<file path="src/rtl/mpl_pkg.sv">
`default_nettype none
package mpl_pkg;

	// field widths
	localparam int ID_W  = 10;
	localparam int QW    = 16;
	localparam int PW    = 24;
	localparam int YAW_W = 16;
	localparam int OFS_W = 16;

	// parameter defaults
	localparam int MARKER_IDS_DEF    = 1024;
	localparam int CORDIC_ROUNDS_DEF = 16;

	// divider widths: magnitude and norm up to 2^32, quotient up to 2^30
	localparam int DEN_W = 33;
	localparam int FRAC  = 30;
	localparam int QUO_W = FRAC + 1;

	// cordic datapath width
	localparam int CW = 36;
	localparam logic signed [CW-1:0] CORDIC_GAIN = 36'sd652032874;
	localparam logic signed [CW-1:0] ONE_Q30     = 36'sd1073741824;

	// request opcodes
	localparam logic OP_LOAD   = 1'b0;
	localparam logic OP_DETECT = 1'b1;

	// register indexes
	localparam logic [1:0] REG_CAM_X = 2'd0;
	localparam logic [1:0] REG_CAM_Y = 2'd1;
	localparam logic [1:0] REG_CAM_Z = 2'd2;

	typedef struct packed {
		logic             start;
		logic [DEN_W-1:0] mag;
		logic [DEN_W-1:0] den;
	} div_req_t;

	typedef struct packed {
		logic             done;
		logic [QUO_W-1:0] quo;
	} div_rsp_t;

	typedef struct packed {
		logic                 start;
		logic                 vec;
		logic signed [CW-1:0] x;
		logic signed [CW-1:0] y;
		logic signed [CW-1:0] z;
	} cor_req_t;

	typedef struct packed {
		logic                 done;
		logic signed [CW-1:0] x;
		logic signed [CW-1:0] y;
		logic signed [CW-1:0] z;
	} cor_rsp_t;

	// arctangent of 2^-i in units of pi/2^31
	function automatic logic signed [CW-1:0] atan_entry(input logic [4:0] idx);
		logic signed [CW-1:0] v;
		unique case (idx)
			5'd0:  v = 36'sd536870912;
			5'd1:  v = 36'sd316933406;
			5'd2:  v = 36'sd167458907;
			5'd3:  v = 36'sd85004756;
			5'd4:  v = 36'sd42667331;
			5'd5:  v = 36'sd21354465;
			5'd6:  v = 36'sd10679838;
			5'd7:  v = 36'sd5340245;
			5'd8:  v = 36'sd2670163;
			5'd9:  v = 36'sd1335087;
			5'd10: v = 36'sd667544;
			5'd11: v = 36'sd333772;
			5'd12: v = 36'sd166886;
			5'd13: v = 36'sd83443;
			5'd14: v = 36'sd41722;
			5'd15: v = 36'sd20861;
			5'd16: v = 36'sd10430;
			5'd17: v = 36'sd5215;
			5'd18: v = 36'sd2608;
			5'd19: v = 36'sd1304;
			5'd20: v = 36'sd652;
			5'd21: v = 36'sd326;
			5'd22: v = 36'sd163;
			5'd23: v = 36'sd81;
			5'd24: v = 36'sd41;
			5'd25: v = 36'sd20;
			5'd26: v = 36'sd10;
			5'd27: v = 36'sd5;
			5'd28: v = 36'sd3;
			5'd29: v = 36'sd1;
			5'd30: v = 36'sd1;
			5'd31: v = 36'sd0;
			default: v = '0;
		endcase
		return v;
	endfunction

endpackage
`default_nettype wire

</file>
<file path="src/rtl/mpl_div.sv">
`default_nettype none
module mpl_div
	import mpl_pkg::*;
(
	input  wire logic     clk,
	input  wire logic     arst_n,
	input  wire div_req_t req,
	output div_rsp_t      rsp
);
	localparam int NW = DEN_W + FRAC;

	logic             busy_q, done_q;
	logic [4:0]       cnt_q;
	logic [DEN_W-1:0] rem_q, den_q;
	logic [QUO_W-1:0] low_q, quo_q;
	logic [NW-1:0]    num;
	logic [DEN_W:0]   trial;
	logic             ge;

	// rounded numerator: mag * 2^30 + den / 2
	assign num   = {req.mag, {FRAC{1'b0}}} + NW'(req.den >> 1);
	assign trial = {rem_q, low_q[QUO_W-1]};
	assign ge    = trial >= {1'b0, den_q};

	// control
	always_ff @(posedge clk or negedge arst_n) begin
		if (!arst_n) begin
			busy_q <= 1'b0;
			done_q <= 1'b0;
			cnt_q  <= '0;
		end else begin
			done_q <= 1'b0;
			if (req.start) begin
				busy_q <= 1'b1;
				cnt_q  <= '0;
			end else if (busy_q) begin
				cnt_q <= cnt_q + 5'd1;
				if (cnt_q == 5'(QUO_W - 1)) begin
					busy_q <= 1'b0;
					done_q <= 1'b1;
				end
			end
		end
	end

	// restoring division, one quotient bit a cycle
	always_ff @(posedge clk) begin
		if (req.start) begin
			rem_q <= DEN_W'(num[NW-1:QUO_W]);
			low_q <= num[QUO_W-1:0];
			den_q <= req.den;
		end else if (busy_q) begin
			rem_q <= ge ? DEN_W'(trial - {1'b0, den_q}) : DEN_W'(trial);
			low_q <= {low_q[QUO_W-2:0], 1'b0};
			quo_q <= {quo_q[QUO_W-2:0], ge};
		end
	end

	assign rsp.done = done_q;
	assign rsp.quo  = quo_q;
endmodule
`default_nettype wire

</file>
<file path="config.mk">
export PLATFORM = sky130hd
export DESIGN_NAME = mpl_div
export DESIGN_NICKNAME = d
export VERILOG_FILES = /design/src/rtl/mpl_pkg.sv /design/src/rtl/mpl_div.sv
export SDC_FILE = /design/constraint.sdc
export NUM_CORES = 1
export LEC_CHECK = 0
export ABC_AREA = 1
export BUFFER_PORTS_ARGS = -buffer_cell sky130_fd_sc_hd__buf_4
export CAP_MARGIN = 15
export CORE_MARGIN = 3
export CORE_UTILIZATION = 40
export CTS_BUF_LIST = sky130_fd_sc_hd__clkbuf_4
export DETAILED_ROUTE_END_ITERATION = 10
export PLACE_DENSITY_LB_ADDON = 0.05
export SLEW_MARGIN = 30
export SYNTH_ARGS = -nofsm -noshare
export SYNTH_HDL_FRONTEND = slang
export SYNTH_SLANG_ARGS = --single-unit
</file>
<file path="constraint.sdc">
create_clock -name clk -period 2.4 [get_ports clk]
set_input_delay 0.12 -clock clk [delete_from_list [all_inputs] [get_ports clk]]
set_output_delay 0.12 -clock clk [all_outputs]
set_load 0.02 [all_outputs]
</file>
==> impl_metrics.yaml <==
routing:
  wl_met1_mm: 14.1
  drt_iter0_markers: 587
  wl_mm: 28.7
  firstDrtPassIters: 5
  ant_nets: 0
  drc_errors: 0
  met3WireLength_mm: 1.20
  num_vias: 8470
  routed.top_layer: "met4"
  via_per_inst: 4.70
  wl_per_cell_um: 15.9
  route.met2.wl_mm: 12.6
global_routing:
  antenna_found_initial: 1
  track_usage: 0.217
  grt_pass1_wl_mm: 43.5
  grt_pass1_vias: 8296
  grt_max_degree: 65
  grt-ovfl-total: 0
cells_and_area:
  design_area_um2: 12900
  nets: 1582
  area_growth_pct: 37.0
  layout_common_cells: "nand2_1, inv_1, buf_4"
  drive_gt1_frac: 0.295
  final_common_cell: "nand2_1"
worst_hold_path:
  hold_depth: 4
  hold_class: "in -> reg"
  worstHoldStart: "req[40]"
  worst_hold_path.endpoint: "rem_q[6]$_DFFE_PP_"
cts:
  root_buffer: "clkbuf_4"
  numCtsBuffers: 17
  clk_latency_ns: 0.55
  clk_path_buf_depth: 2
  cts_tree: "done"
  htreeDepth: 4
  cts_num_sinks: 135
  clk_pin_slew_ns: 0.15
logic_synthesis:
  synth-edff-count: 127
  ys_warn_count: 0
  synth_area_um2: 9390
  synth-seq-cells: 135
  syn-instance-count: 1213
  yosysSeqAreaShare: 0.427
  synth-async-reset-ratio: 0.0519
  synth_ff_type: "edfxtp_1"
  syn_area_per_cell_um2: 7.74
  synth_nets: 1321
  synth.distinct_cells: 42
floorplan:
  dieArea_um2: 25300
  chipHeight_um: 159
  io-pin-count: 101
  die_w_um: 159
  num_rows: 55
  initial_utilization: 0.411
  design.core.area_um2: 22800
pwr:
  ir_worst_vdd_v: 0.000489
  power_density_nw_per_um2: 1050
  p_leak_nw: 6.33
critical_path:
  required_ns: 2.70
  reg2reg_to: "rem_q[25]$_DFFE_PP_"
  cp-start-kind: "flip-flop"
  rr_startpoint: "den_q[23]$_DFFE_PP_"
  regToRegSetupSlack_ns: -0.02
  worstPathArrival_ns: 2.72
  end_kind: "flip-flop"
  reg2reg_depth: 15
  critPathKind: "reg -> reg"
  crit_fanout: 8
timing:
  fin_crit_sh: 1.01
  worst_slack_ns: -0.0217
  final-hold-violation-count: 0
  final_max_slew_viol_count: 0
  relSlewSlack: 0.606
  finClkSkew_ns: 0.0280
  fmaxAchievable_mhz: 413
  period_needed_ns: 2.42
  rsz0062_at_grt: "yes"
  setup_viol: 5
  worstMarginPinSlew_ns: 0.590
place:
  dpl.hpwl_mm: 21.2
  port_buffers: 100
  pre_cts_ws_ns: -0.208
  dpl_cell_area_um2: 11100
  gp_congestion: 0.893
run:
  max_cap_violations: 0
status:
  violations: "setup timing"
  status: "complete, but fails checks"
## cell type report
type / count / area, um^2
Sequential cell: 135 / 4010
Fill cell: 2185 / 9980
Antenna cell: 1 / 2.50
Clock inverter: 15 / 208
Tap cell: 313 / 392
Timing Repair Buffer: 266 / 2370
Inverter: 223 / 837
Multi-Input combinational cell: 831 / 4920
Clock buffer: 17 / 128
## cells in the mapped netlist (3+ instances only)
cell type | count | area, um^2
nand2_1 | 434 | 1630
or2_2 | 3 | 18.8
nand3_2 | 22 | 220
nand4_1 | 16 | 100
inv_1 | 218 | 818
nand2_4 | 3 | 33.8
o21ai_1 | 3 | 15.0
nand3b_1 | 7 | 52.6
nand3_1 | 82 | 410
buf_4 | 7 | 52.6
and2_1 | 8 | 50.1
nor2_1 | 53 | 199
edfxtp_1 | 127 | 3810
nor3_1 | 21 | 105
dfrtp_1 | 7 | 175
nor2_2 | 4 | 25.0
nor2_4 | 6 | 67.6
clkbuf_1 | 11 | 41.3
a21oi_1 | 29 | 145
xor2_1 | 11 | 96.3
nor3_2 | 4 | 40.0
buf_12 | 3 | 60.1
xnor2_1 | 22 | 193
nand2_2 | 40 | 250
o21ai_0 | 8 | 40.0
ha_1 | 37 | 463
inv_2 | 5 | 18.8
## worst max path at each step
stage | to | from | slack, ns | depth (start not counted)
detailed placement | rem_q[17]$_DFFE_PP_ | low_q[30]$_DFFE_PP_ | -0.21 | 17
global placement | rem_q[30]$_DFFE_PP_ | low_q[30]$_DFFE_PP_ | -0.16 | 17
global route | rem_q[25]$_DFFE_PP_ | low_q[30]$_DFFE_PP_ | -0.12 | 17
finish | rem_q[25]$_DFFE_PP_ | den_q[23]$_DFFE_PP_ | -0.02 | 15
CTS | rem_q[29]$_DFFE_PP_ | rem_q[15]$_DFFE_PP_ | -0.02 | 14
floorplan | quo_q[0]$_DFFE_PP_ | busy_q$_DFF_PN0_ | 0.14 | 2
## repair_timing
action,in CTS,in global routing
buffers inserted,2,15
resized for setup,15,109
gates cloned,0,9
hold buffers,56,0
endpoints found under the hold margin,99,0
setup endpoints to repair,33,34
pin swaps,1,22
## worst max-delay path: stages, from the launching register on
cell and delay, ns:
edfxtp_1 0.42, inv_1 0.14, ha_2 0.33, nand2_1 0.08
nand2_1 0.06, nand2_1 0.06, nand2_1 0.06, inv_1 0.05
nand2_1 0.08, a21oi_2 0.20, nand2_4 0.10, nand2_8 0.17
clkbuf_16 0.21, nand3_2 0.08, nand3_2 0.08, nand2_1 0.05
## cells by family after synthesis
kind of cell    synth area share
flops                      0.427
xor+xnor                  0.0308
fa+ha+maj                 0.0536
compound gates            0.0274
simple gates               0.352
buf+inv                    0.109
## report_power, final
| group | internal, W | total [W] | switching [W] |
|---|---|---|---|
| clock | 0.000772 | 0.00183 | 0.00106 |
| sequential | 0.00309 | 0.00339 | 0.000295 |
| combinational | 0.00365 | 0.00830 | 0.00465 |
## through the flow
step | std cells | hold WS, ns | setup TNS [ns] | util | total power [W]
after CTS | 1778 | 0.00211 | -0.0173 | 0.528 | 0.0122
final | 1801 | 0.0440 | -0.0459 | 0.563 | 0.0135
after detailed placement | 1688 | -0.0588 | -5.78 | 0.484 | 0.0101
after floorplan | 1213 | -0.176 | 0 | - | 0.00779
after global placement | 1688 | -0.0606 | -4.27 | 0.484 | 0.0101
after global routing | 1801 | 0.0396 | -2.54 | 0.563 | 0.0145
## routing by layer
metal  vias to the layer above  track usage
li1                       4338            -
met1                      3880        0.326
met2                       213        0.327
met3                        39       0.0273
met4                         0       0.0680
met5                         -            0
## state kept, by name, indices dropped and copies added, names as in the netlist
register / count
den_q: 33
quo_q: 31
rem_q: 33
done_q: 1
low_q: 31
cnt_q: 5
busy_q: 1
Note: power is estimated with default switching activity, not from simulation.
