==> src/rtl/mpl_pkg.sv <==
`default_nettype none
package mpl_pkg;

	// field widths
	localparam int ID_W  = 10;
	localparam int QW    = 16;
	localparam int PW    = 24;
	localparam int YAW_W = 16;
	localparam int OFS_W = 16;

	// parameter defaults
	localparam int MARKER_IDS_DEF    = 1024;
	localparam int CORDIC_ROUNDS_DEF = 16;

	// divider widths: magnitude and norm up to 2^32, quotient up to 2^30
	localparam int DEN_W = 33;
	localparam int FRAC  = 30;
	localparam int QUO_W = FRAC + 1;

	// cordic datapath width
	localparam int CW = 36;
	localparam logic signed [CW-1:0] CORDIC_GAIN = 36'sd652032874;
	localparam logic signed [CW-1:0] ONE_Q30     = 36'sd1073741824;

	// request opcodes
	localparam logic OP_LOAD   = 1'b0;
	localparam logic OP_DETECT = 1'b1;

	// register indexes
	localparam logic [1:0] REG_CAM_X = 2'd0;
	localparam logic [1:0] REG_CAM_Y = 2'd1;
	localparam logic [1:0] REG_CAM_Z = 2'd2;

	typedef struct packed {
		logic             start;
		logic [DEN_W-1:0] mag;
		logic [DEN_W-1:0] den;
	} div_req_t;

	typedef struct packed {
		logic             done;
		logic [QUO_W-1:0] quo;
	} div_rsp_t;

	typedef struct packed {
		logic                 start;
		logic                 vec;
		logic signed [CW-1:0] x;
		logic signed [CW-1:0] y;
		logic signed [CW-1:0] z;
	} cor_req_t;

	typedef struct packed {
		logic                 done;
		logic signed [CW-1:0] x;
		logic signed [CW-1:0] y;
		logic signed [CW-1:0] z;
	} cor_rsp_t;

	// arctangent of 2^-i in units of pi/2^31
	function automatic logic signed [CW-1:0] atan_entry(input logic [4:0] idx);
		logic signed [CW-1:0] v;
		unique case (idx)
			5'd0:  v = 36'sd536870912;
			5'd1:  v = 36'sd316933406;
			5'd2:  v = 36'sd167458907;
			5'd3:  v = 36'sd85004756;
			5'd4:  v = 36'sd42667331;
			5'd5:  v = 36'sd21354465;
			5'd6:  v = 36'sd10679838;
			5'd7:  v = 36'sd5340245;
			5'd8:  v = 36'sd2670163;
			5'd9:  v = 36'sd1335087;
			5'd10: v = 36'sd667544;
			5'd11: v = 36'sd333772;
			5'd12: v = 36'sd166886;
			5'd13: v = 36'sd83443;
			5'd14: v = 36'sd41722;
			5'd15: v = 36'sd20861;
			5'd16: v = 36'sd10430;
			5'd17: v = 36'sd5215;
			5'd18: v = 36'sd2608;
			5'd19: v = 36'sd1304;
			5'd20: v = 36'sd652;
			5'd21: v = 36'sd326;
			5'd22: v = 36'sd163;
			5'd23: v = 36'sd81;
			5'd24: v = 36'sd41;
			5'd25: v = 36'sd20;
			5'd26: v = 36'sd10;
			5'd27: v = 36'sd5;
			5'd28: v = 36'sd3;
			5'd29: v = 36'sd1;
			5'd30: v = 36'sd1;
			5'd31: v = 36'sd0;
			default: v = '0;
		endcase
		return v;
	endfunction

endpackage
`default_nettype wire

==> src/rtl/mpl_ram.sv <==
`default_nettype none
module mpl_ram
	import mpl_pkg::*;
#(
	parameter int W = 8,
	parameter int D = 16,
	localparam int AW = (D > 1) ? $clog2(D) : 1
) (
	input  wire logic          clk,
	input  wire logic          we,
	input  wire logic [AW-1:0] waddr,
	input  wire logic [W-1:0]  wdata,
	input  wire logic          re,
	input  wire logic [AW-1:0] raddr,
	output logic      [W-1:0]  rdata
);
	logic [W-1:0] mem [D];

	// one write port, one registered read port
	always_ff @(posedge clk) begin
		if (we) begin
			mem[waddr] <= wdata;
		end
		if (re) begin
			rdata <= mem[raddr];
		end
	end
endmodule
`default_nettype wire

==> config.mk <==
export PLATFORM = sky130hd
export DESIGN_NAME = mpl_ram
export DESIGN_NICKNAME = d
export VERILOG_FILES = /design/src/rtl/mpl_pkg.sv /design/src/rtl/mpl_ram.sv
export SDC_FILE = /design/constraint.sdc
export NUM_CORES = 1
export LEC_CHECK = 0
export BUFFER_PORTS_ARGS = -buffer_cell sky130_fd_sc_hd__buf_2
export CAP_MARGIN = 30
export CORE_ASPECT_RATIO = 0.6
export CORE_MARGIN = 1.5
export CORE_UTILIZATION = 45
export DETAILED_ROUTE_END_ITERATION = 16
export PLACE_DENSITY = 0.67
export RECOVER_POWER = 25
export SETUP_SLACK_MARGIN = 0.5
export SYNTH_ARGS = -nofsm -noshare
export SYNTH_HDL_FRONTEND = slang
export SYNTH_SLANG_ARGS = --single-unit
==> constraint.sdc <==
create_clock -name clk -period 5.9 [get_ports clk]
set_clock_uncertainty 0.1 [all_clocks]
set_input_delay 0.885 -clock clk [delete_from_list [all_inputs] [get_ports clk]]
set_output_delay 0.885 -clock clk [all_outputs]
set_load 0.03 [all_outputs]
==> flow_metrics.env <==
export IMPL_cts_buffers_inserted=17
export IMPL_cell_area_after_placement_um2=5530
export IMPL_post_synthesis_net_count=248
export IMPL_final_nets=288
export IMPL_worst_setup_path_type="input pin to register"
export IMPL_finalHoldWorstSlack_ns=0.666
export IMPL_max_cap_violations=0
export IMPL_achievable_frequency_ghz=0.398
export IMPL_cts_root_buf="sky130_fd_sc_hd__clkbuf_16"
export IMPL_finalCoreUtilization=0.535
export IMPL_drc_errors=0
export IMPL_cp_cell_sequence="buf_2, buf_16, mux4_1, a22oi_1, nand2_1"
export IMPL_hold_path_class="register to register"
export IMPL_via_count_of_the_first_global_routing_pass=2378
export IMPL_chipHeight_um=86.5
export IMPL_min_period_ns=2.51
export IMPL_max_stage_delay_ns=0.63
export IMPL_avgSynthCellArea_um2=22.8
export IMPL_netlist_area_leader_share=0.781
export IMPL_grt_antenna_before_repair=0
export IMPL_layout_area_seq_um2=4080
export IMPL_dieArea_um2=12300
export IMPL_clockBufferDepth=2
export IMPL_max_slew_margin_rel=0.349
export IMPL_post_cts_resized=0
export IMPL_cp_data_arrival_time_ns=2.56
export IMPL_cts_htree_levels=4
export IMPL_drt_pre_antenna_iters=5
export IMPL_timing_critical_path_from_type="input pin"
export IMPL_cts_tree="built"
export IMPL_p_total_mw=2.12
export IMPL_outcome="finished clean"
export IMPL_dr_first_iter_drc_count=312
export IMPL_grt_met2_usage=0.232
export IMPL_grt_usage=0.178
export IMPL_leakage_nw=1.98
export IMPL_drt_wirelength_per_cell_um=22.6
export IMPL_worst_ep_required_time_ns=5.95
export IMPL_finalSetupViolations=0
export IMPL_globalRoute_busiestLayer="met1"
export IMPL_clkSinkCount=136
export IMPL_timing_final_max_slew_violations=0
export IMPL_period_share=0.425
export IMPL_worst_slew_pin_slew_ns=0.972
export IMPL_ys_seq_area_frac=0.781
export IMPL_floorplan_initialDensity=0.463
export IMPL_timing_rr_start="mem[9][4]"
export IMPL_synthCells=229
export IMPL_largest_fanout_of_any_net_on_the_critical_path=17
export IMPL_design_core_area_um2=11300
export IMPL_grt_remaining_overflow=0
export IMPL_buffer_ports_inserted=26
export IMPL_pin_count=27
export IMPL_clk_pin_slew_worst_paths_ns=0.05
export IMPL_setup_reg_to_reg_worst_slack_ns=4.24
export IMPL_detail_route_vias_per_cell=5.50
export IMPL_dp_hpwl_um=6320
export IMPL_postLayoutCellArea_um2=6040
export IMPL_cts_hold_repair_buffers=0
export IMPL_post_cts_repair_setup_buffers=0
export IMPL_min_path_cells=3
export IMPL_synthDistinctLibCells=18
export IMPL_vdd_ir_drop_worst_uv=175
export IMPL_synthesis_area_um2=5230
export IMPL_drive_above_1_share=0.250
export IMPL_dp_cells=410
export IMPL_insertedDiodeCount=0
export IMPL_setup_tns_final_ns=0
export IMPL_min_to="rdata[0]"
export IMPL_rows=30
export IMPL_gpl_final_weighted_congestion=0.767
export IMPL_power_per_cell_area_nw_per_um2=352
export IMPL_globalRouteMet3Util=0.0718
export IMPL_final_fill_count=870
export IMPL_detailroute_via_count=2419
export IMPL_finalHoldViolations=0
export IMPL_dpl_worst_slack_ns=2.94
export IMPL_clkLatencyLatePin_ns=0.41
export IMPL_r2r_end="rdata[4]"
export IMPL_post_synth_top_area_cell="sky130_fd_sc_hd__edfxtp_1"
export IMPL_drtAntennaViolNets=0
export IMPL_synth_area_top_cells="sky130_fd_sc_hd__edfxtp_1 78%, sky130_fd_sc_hd__mux4_2 7.8%, sky130_fd_sc_hd__mux4_1 7.0%"
export IMPL_synthToLayoutAreaGrowth_pct=15.6
export IMPL_cp_slowest_cell="sky130_fd_sc_hd__mux4_1"
export IMPL_global_route_usage_met1=0.274
export IMPL_yosysWarningCount=0
export IMPL_grt_setup_unrepaired="no"
export IMPL_hp_start="mem[0][0]"
export IMPL_grt_max_degree=33
export IMPL_die_x_um=142
export IMPL_setup_worst_path_end_class="register"
export IMPL_ys_seq_elements=136
export IMPL_drt_wl_total_um=9930
export IMPL_setup_slack_ns=3.39
export IMPL_r2r_cells=3
export IMPL_wire_length_of_the_first_global_routing_pass_um=14900
export IMPL_multi_input_logic_area_um2=1060
export IMPL_final_cell_count_no_fill=440
power by group:
group          internal (mW)  switching, mW  total, mW
Combinational         0.0394         0.0659      0.105
Clock                  0.565          0.358      0.923
Sequential              1.09        0.00654       1.10
final cells by class:
type,instances,share of cell area
flip-flops and latches,136,0.676
repair buffers,31,0.0300
well taps,160,0.0331
clock buffers,19,0.0717
multi-input cells,83,0.175
clock inverters,11,0.0141
how the worst max path moves through the flow:
stage                   from   endpoint  slack, ns  cells after the start
CTS                 raddr[0]   rdata[1]       3.37                      5
global placement    raddr[0]   rdata[4]       2.77                      4
global route        raddr[0]   rdata[1]       3.27                      5
floorplan           waddr[2]  mem[0][0]       3.42                      2
finish              raddr[0]   rdata[1]       3.39                      5
detailed placement  raddr[0]   rdata[1]       2.94                      5
Yosys cell counts:
| cell type | instances |
|---|---|
| sky130_fd_sc_hd__a22oi_1 | 16 |
| sky130_fd_sc_hd__and2_1 | 1 |
| sky130_fd_sc_hd__and2b_1 | 1 |
| sky130_fd_sc_hd__buf_2 | 3 |
| sky130_fd_sc_hd__buf_4 | 1 |
| sky130_fd_sc_hd__buf_6 | 3 |
| sky130_fd_sc_hd__clkdlybuf4s25_2 | 3 |
| sky130_fd_sc_hd__edfxtp_1 | 136 |
| sky130_fd_sc_hd__mux4_1 | 14 |
| sky130_fd_sc_hd__mux4_2 | 18 |
| sky130_fd_sc_hd__nand2_1 | 9 |
| sky130_fd_sc_hd__nand2b_1 | 2 |
| sky130_fd_sc_hd__nand3_1 | 1 |
| sky130_fd_sc_hd__nand3b_1 | 2 |
| sky130_fd_sc_hd__nor2_1 | 13 |
| sky130_fd_sc_hd__nor2b_1 | 1 |
| sky130_fd_sc_hd__nor3_1 | 4 |
| sky130_fd_sc_hd__or3b_2 | 1 |
cells in the final DEF, fill, tap and decap left out:
cell                         instances
sky130_fd_sc_hd__nand3_1             1
sky130_fd_sc_hd__nor2b_1             1
sky130_fd_sc_hd__nor2_1             13
sky130_fd_sc_hd__nor3_1              4
sky130_fd_sc_hd__mux4_1             14
sky130_fd_sc_hd__nand2b_1            2
sky130_fd_sc_hd__clkbuf_16          17
sky130_fd_sc_hd__clkinv_2            4
sky130_fd_sc_hd__or3b_2              1
sky130_fd_sc_hd__buf_4               4
sky130_fd_sc_hd__clkinv_1            3
sky130_fd_sc_hd__buf_2              21
sky130_fd_sc_hd__bufinv_16           1
sky130_fd_sc_hd__nand2_1             9
sky130_fd_sc_hd__a22oi_1            16
sky130_fd_sc_hd__nand3b_1            2
sky130_fd_sc_hd__clkbuf_1            7
sky130_fd_sc_hd__and2b_1             1
sky130_fd_sc_hd__edfxtp_1          136
sky130_fd_sc_hd__and2_1              1
sky130_fd_sc_hd__clkinvlp_4          2
sky130_fd_sc_hd__mux4_2             18
sky130_fd_sc_hd__clkinv_4            1
sky130_fd_sc_hd__buf_16              1
per-layer routing:
metal	routed length (µm)	vias up
met5	0	-
met4	60	0
met3	845	7
met2	4160	88
met1	4870	1262
li1	-	1062
registers in the layout, indices dropped and copies added (netlist names):
signal / flops
mem: 128
rdata: 8
worst max-delay path, delay by kind of cell:
family / cells / cell delay, ns
compound gates: 1 / 0.23
buf+inv: 2 / 0.72
mux: 1 / 0.63
simple gates: 1 / 0.09
cell families (layout without fill, tap and decap cells):
group	Yosys count	in the layout	synth area share
buf+inv	10	61	0.0165
compound gates	16	16	0.0230
mux	32	32	0.148
flops	136	136	0.781
simple gates	35	35	0.0314
Power figures use the tool's default switching activity.
